$ cat src/hw/rtl/bcr_pkg.sv
package bcr_pkg;

    // Field widths
    localparam int SAT_BITS = 16;
    localparam int CFG_W    = (SAT_BITS > 16) ? SAT_BITS : 16;
    localparam int EXP_W    = 26;               // Q.12 exponent, wide enough for the legacy one
    localparam int X_W      = 17;               // Q0.16 value in [0, 1.0]
    localparam int NUM_W    = SAT_BITS + 17;    // saturation dividend
    localparam int DEN_W    = SAT_BITS + 1;     // saturation divisor

    // Pipeline depths
    localparam int DIV_STAGES = 16;
    localparam int POW_LAT    = 36;

    // Fixed-point constants
    localparam logic [X_W-1:0] ONE16   = X_W'(65536);
    localparam logic [15:0]    ONE15   = 16'd32768;
    localparam logic [15:0]    EXP_RST = 16'd8192;

    // Configuration register indexes
    typedef enum logic [2:0] {
        CFG_WET_EXP    = 3'd0,
        CFG_NONWET_EXP = 3'd1,
        CFG_RESID      = 3'd2,
        CFG_WET_END    = 3'd3,
        CFG_NONWET_END = 3'd4,
        CFG_LEGACY     = 3'd5
    } t_cfg_idx;

    // Integer square root, bit by bit
    function automatic logic [63:0] f_isqrt(input logic [63:0] v_in);
        logic [63:0] v;
        logic [63:0] res;
        logic [63:0] b;
        v   = v_in;
        res = '0;
        b   = 64'd1 << 62;
        for (int i = 0; i < 32; i++) begin
            if (v >= res + b) begin
                v   = v - res - b;
                res = (res >> 1) + b;
            end else begin
                res = res >> 1;
            end
            b = b >> 2;
        end
        return res;
    endfunction

    // Factor 2^(-2^-j) in Q0.32 by repeated square roots of one half
    function automatic logic [31:0] f_exp_coef(input int j);
        logic [63:0] c;
        c = 64'd1 << 31;
        for (int i = 1; i <= 16; i++) begin
            if (i <= j) begin
                c = f_isqrt(c << 32);
            end
        end
        return c[31:0];
    endfunction

endpackage

$ cat src/hw/rtl/bcr_div.sv
module bcr_div (
    input  logic                         i_clk,
    input  logic                         i_en,
    input  logic [bcr_pkg::NUM_W-1:0]    i_num,
    input  logic [bcr_pkg::DEN_W-1:0]    i_den,
    input  logic [15:0]                  i_nonwet_exp,
    output logic [15:0]                  o_s,
    output logic [bcr_pkg::EXP_W-1:0]    o_q
);
    localparam int SB     = bcr_pkg::SAT_BITS;
    localparam int NS     = bcr_pkg::DIV_STAGES;
    localparam int QW     = bcr_pkg::EXP_W;
    localparam int S_ST   = SB + 1 + 16;        // remainder and quotient bits
    localparam int Q_ST   = 16 + QW;
    localparam int Q_DBL  = QW - NS;            // stages that take two legacy steps

    // One restoring step of the normalized saturation
    function automatic logic [S_ST-1:0] f_sstep(input logic [S_ST-1:0] st,
                                                input logic [SB:0] d);
        logic [SB+1:0] t;
        logic [15:0]   q;
        logic          qb;
        t  = {st[S_ST-1:16], st[15]};
        q  = st[15:0];
        qb = (t >= {1'b0, d});
        if (qb) begin
            t = t - {1'b0, d};
        end
        return {t[SB:0], q[14:0], qb};
    endfunction

    // One restoring step of the legacy exponent
    function automatic logic [Q_ST-1:0] f_qstep(input logic [Q_ST-1:0] st,
                                                input logic [15:0] d);
        logic [16:0]   t;
        logic [QW-1:0] q;
        logic          qb;
        t  = {st[Q_ST-1:QW], st[QW-1]};
        q  = st[QW-1:0];
        qb = (t >= {1'b0, d});
        if (qb) begin
            t = t - {1'b0, d};
        end
        return {t[15:0], q[QW-2:0], qb};
    endfunction

    logic [S_ST-1:0] r_s [NS];
    logic [Q_ST-1:0] r_q [NS];
    logic [S_ST-1:0] w_s0;
    logic [Q_ST-1:0] w_q0;

    // Seed both dividers: 2^25 + b/2 over b for the legacy exponent
    assign w_s0 = i_num;
    assign w_q0 = {16'd0, 1'b1, (QW - 16)'(0), i_nonwet_exp[15:1]};

    for (genvar i = 0; i < NS; i++) begin : g_stage
        logic [S_ST-1:0] w_sin;
        logic [Q_ST-1:0] w_qin;
        logic [Q_ST-1:0] w_qmid;
        logic [Q_ST-1:0] w_qout;
        if (i == 0) begin : g_first
            assign w_sin = w_s0;
            assign w_qin = w_q0;
        end else begin : g_next
            assign w_sin = r_s[i-1];
            assign w_qin = r_q[i-1];
        end
        assign w_qmid = f_qstep(w_qin, i_nonwet_exp);
        if (i < Q_DBL) begin : g_two
            assign w_qout = f_qstep(w_qmid, i_nonwet_exp);
        end else begin : g_one
            assign w_qout = w_qmid;
        end
        // Advance one stage
        always_ff @(posedge i_clk) begin
            if (i_en) begin
                r_s[i] <= f_sstep(w_sin, i_den);
                r_q[i] <= w_qout;
            end
        end
    end

    assign o_s = r_s[NS-1][15:0];
    assign o_q = r_q[NS-1][QW-1:0];
endmodule

$ cat config.mk
export PLATFORM = sky130hd
export DESIGN_NAME = bcr_div
export DESIGN_NICKNAME = d
export VERILOG_FILES = /design/src/hw/rtl/bcr_pkg.sv /design/src/hw/rtl/bcr_div.sv
export SDC_FILE = /design/constraint.sdc
export NUM_CORES = 2
export LEC_CHECK = 0
export ABC_AREA = 0
export BUFFER_PORTS_ARGS = -buffer_cell sky130_fd_sc_hd__buf_2
export CORE_MARGIN = 10
export CORE_UTILIZATION = 50
export DETAILED_ROUTE_END_ITERATION = 7
export PLACE_DENSITY = 0.73
export SLEW_MARGIN = 20
export SYNTH_ARGS = -nofsm -noshare
export SYNTH_HDL_FRONTEND = slang
export SYNTH_SLANG_ARGS = --single-unit
$ cat constraint.sdc
create_clock -name i_clk -period 9.4 [get_ports i_clk]
set_input_delay 0.94 -clock i_clk [delete_from_list [all_inputs] [get_ports i_clk]]
set_output_delay 0.94 -clock i_clk [all_outputs]
set_load 0.05 [all_outputs]
======== Word level (Yosys, flattened, before mapping) ========
Memory sizes are Yosys's and may differ from the RTL's.
Index checks and enable logic that the tools add are counted.
operators by class
  magnitude comparators ................... 42
  add/sub/neg operators ................... 42
  multiplexer cells ....................... 60
operator list
  kind                   count
  $mux 17                32
  $ge 17x16->1           25
  $mux 16                26
  $sub 16x16->16         25
  $ge 18x17->1           16
  $sub 17x17->17         16
  $ge 1x16->1 const A    1
  $sub 1x16->16 const A  1
  $mux 1                 2
storage, ports and cells
  input port bits ......................... 68
  logic and storage cells ................. 146
  memories kept ........................... 2
  bits in registers ....................... 0
  output and inout bits ................... 42
  RAM bits ................................ 1,200
memories
  memory  depth  bits a word  read ports  clocked after Yosys merged registers in  write ports  line           source
  r_q     16     42           16          0                                        16           bcr_div.sv:48  logic [Q_ST-1:0] r_q [NS];
  r_s     16     33           16          0                                        16           bcr_div.sv:47  logic [S_ST-1:0] r_s [NS];

======== Depth between registers and ports, before layout ========
An unclocked memory read counts as a cell.
  depth after elaboration ................. 5
  gate-level depth with buffers ........... 26
  gate-level depth less buffers ........... 23

======== Worst setup path before layout ========
Ideal clock, no wire load.
  path type ............................... input to register
  start point ............................. input i_nonwet_exp[1]
  end point ............................... memory r_q[0][327] (netlist bit) (data pin)
  stages .................................. 24
  library setup time ...................... 260 ps
  required time ........................... 9,140 ps
  buffers on the path ..................... 2
  slack ................................... 2,544 ps
  data arrival time ....................... 6,596 ps
  cells stage by stage .................... inv_1 ha_1 nor2b_1 o211ai_1 a21oi_1 o41a_1 a21oi_2 o211ai_1 a41oi_2 clkbuf_1 nand2_1 o21ai_0 ha_1 nor2b_1 o21ai_0 a21oi_1 o21a_1 o31a_1 a21oi_1 nor2b_1 o21ai_0 o2111ai_2 buf_4 mux2_2
RTL lines
  item             line           source
  start, declared  bcr_div.sv:6   input logic [15:0] i_nonwet_exp,
  end, declared    bcr_div.sv:48

==> run metrics <==
status=finished, final reports clean; most frequent cell after synthesis=edfxtp_1; r2r endpoint=r_q[0][285]; total power=just over 30000 uW; Logic pwr share=0.553; share of layout cells above drive strength 1=0.1246; Skew-Pair Late Insertion Delay=0.77 ns; Fillers=11560; data required time of the worst path=roughly 9.9 ns; # DRC=0; final hold violation count=0; post-synthesis cell type count=86; hold endpoint=r_s[0][10]; Setup crit start=i_nonwet_exp[6]; synth warn=0; clock-pin slew of the registers on the worst-case setup and hold paths=0.06 ns; Final HPWL DP=109.8 mm; number of core rows=approximately 140; PostCTS Resize Cnt=0; Final Hold Slack=0.3422 ns; final setup fails=0; net count after synthesis=between 6000 and 7000; Vias/cell=~5.8; FMAX=~140 MHz; Setup crit start kind=input port; top cell type's share of synthesized area=0.4935; top post-synthesis cells by count=1142 x edfxtp_1, 668 x ha_1, 447 x a21oi_1, 391 x nor2_1, 363 x o21ai_0; P&R area growth vs syn=10.52%; clock power share=0.162; ys flop type=edfxtp_1; Seq pwr share=0.285; PD cells=about 400 nW/um2; Final Max Slew Viols=0; NetSw=11970 uW; Total GRT Usage=0.2003; GPL Wtd Cong=approximately 0.89; setup TNS=0 ns; Min-Delay Startpoint=i_num[9]; Cell Area, Synth=69490 um2; Setup crit end kind=flip-flop; DRT antenna net count=0; largest net degree at the start of global routing=approximately 170; Final min period=~7 ns; Arr. time, crit path=7.45 ns; main area contributors after synthesis=edfxtp_1 49%, ha_1 12%, mux2_2 5.4%; clock tree buffer depth=3; FF-to-FF Start=r_q[0][243]; Switching Share=0.3879; Post-synth EDFFs=roughly 1100; Net count, final=approximately 7000; Yosys reg bits=1142; Reg2Reg Depth=20; worst hold path depth=1; cell count after synthesis=between 5000 and 6000; TritonCTS buffer count=between 100 and 150; Ports=110; vias in the first global route=about 47000; Initial Util=0.5041; first-pass GRT wire length=~250 mm; CTS tree=built; Worst Max-Slew Pin Slew=1.097 ns; unrepaired setup endpoints after global routing=no; ys async rst share=0; GRT overflow=0; Leakage=between 0.03 and 0.04 uW; antenna violations before repair=2; clock sink total=1142; die area=approximately 150000 um2; wire per inst=approximately 19 um; largest fanout on the critical path=27; hold-fix buffers at CTS=0; Final period util=0.7374; internal power=18880 uW; Via Count=47070; postcts setup bufs=0; Hold Crit Class=input port to flip-flop; ant diodes=0; Mapped Avg Cell Area=between 10 and 15 um2; Die X=about 390 um; Core Region=137800 um2; critical path class=input port to flip-flop; Peak VDD IR=between 200 and 250 uV; max_cap viols=0; drt total wl=157.2 mm; IO buf count=about 110; Seq/Total Area, Yosys=0.4935; die height=about 390 um; Iteration-0 DRC Markers=~3200; flop-to-flop setup slack=between 2 and 3 ns; worst clock skew=between 0.04 and 0.05 ns; CTS H-Tree Depth=4; DRT Pass-1 Iters=5; root buf cell=clkbuf_16; Slew HR=0.2690; post-synth top area cell=edfxtp_1
## cell usage in the layout (no fill, tap or decap), drive strengths merged, types with 16 or more instances in the layout
cell	n
and2	25
nor2b	100
nor3	112
o31ai	30
mux2i	45
buf	185
o211ai	16
fa	34
a211oi	39
o21bai	46
nand4	92
nor2	392
xor2	169
nor4	29
nand2b	85
a21o	187
ha	668
a21boi	42
xnor2	325
a31oi	36
o21a	87
inv	283
or2	21
mux2	362
a211o	21
nand3	83
o41ai	21
edfxtp	1142
clkbuf	154
o21ai	391
nand2	352
clkinv	61
a21oi	451
and3	33
## final cells by class
type	count	area, um2	area share
sequential	1142	34290	0.4465
multi-input combinational	4447	33810	0.4402
clock buffer	154	3428	0.04464
tap	1794	2245	0.02923
timing repair buffer	185	1226	0.01597
inverter	275	1032	0.01344
clock inverter	83	768.2	0.01000
## cells by family after synthesis
logic type / synth area share
multiplexers: 0.06574
adder cells (fa/ha/maj): 0.1301
flip-flops: 0.4935
AND/OR/NAND/NOR: 0.09527
XOR/XNOR: 0.06226
AO/OA/AOI/OAI: 0.1323
buffers and inverters: 0.02089
## stage by stage
stage / area, um2 / setup slack (ns) / utilization / cells
final: 76800 / 2.469 / 0.5572 / 8080
after global routing: 76800 / 1.882 / 0.5572 / 8080
after CTS: 76790 / 2.579 / 0.5571 / 8080
after detailed placement: 72590 / 1.762 / 0.5267 / 7843
after global placement: 72590 / 1.875 / 0.5267 / 7843
after floorplan: 69490 / 2.544 / - / 5952
## critical path: stages
cell      delay (ns)
buf_2           0.13
inv_1           0.75
ha_1            0.42
a21oi_2         0.17
o21ai_2         0.09
a31oi_4         0.20
o21ai_1         0.10
a311o_1         0.35
a31oi_4         0.60
o21ai_0         0.33
ha_1            0.36
nor2b_1         0.13
o21ai_0         0.24
a21oi_1         0.14
o21ai_0         0.29
a21oi_1         0.18
a221oi_1        0.39
o21ai_0         0.20
nand2_1         0.18
and3_1          0.78
mux2_2          0.42
## registers in the layout, indices dropped and copies added, names as in the netlist
signal / cells
r_q: 631
r_s: 511
## how the worst max path moves through the flow
stage                              to  slack, ns  cells after the start
final                     r_q[0][285]       2.47                     21
after global routing       r_q[1][75]       1.88                     21
after CTS                  r_q[1][33]       2.58                     23
after detailed placement  r_q[0][285]       1.76                     21
after global placement    r_q[0][285]       1.87                     21
after floorplan           r_q[0][327]       2.54                     24
## routing by layer
layer  routed length [um]  up-vias  track usage  part of all wire
li1                     -    22950            -                 -
met3                 6760      354      0.02806             0.043
met4                 5805        2      0.07582             0.037
met5                   13        -            0          0.000083
met2                78640     1096       0.3551              0.50
met1                65980    22670       0.2461              0.42
## power groups by stage
stage	Sequential, uW	Clock [uW]	Combinational, uW
global placement	8880	0	16400
CTS	8810	5130	17000
floorplan	8540	0	13700
global route	8920	5310	19000
finish	8790	4980	17100
detailed placement	8900	0	16800
No activity file was read; power rests on OpenSTA's default activity.
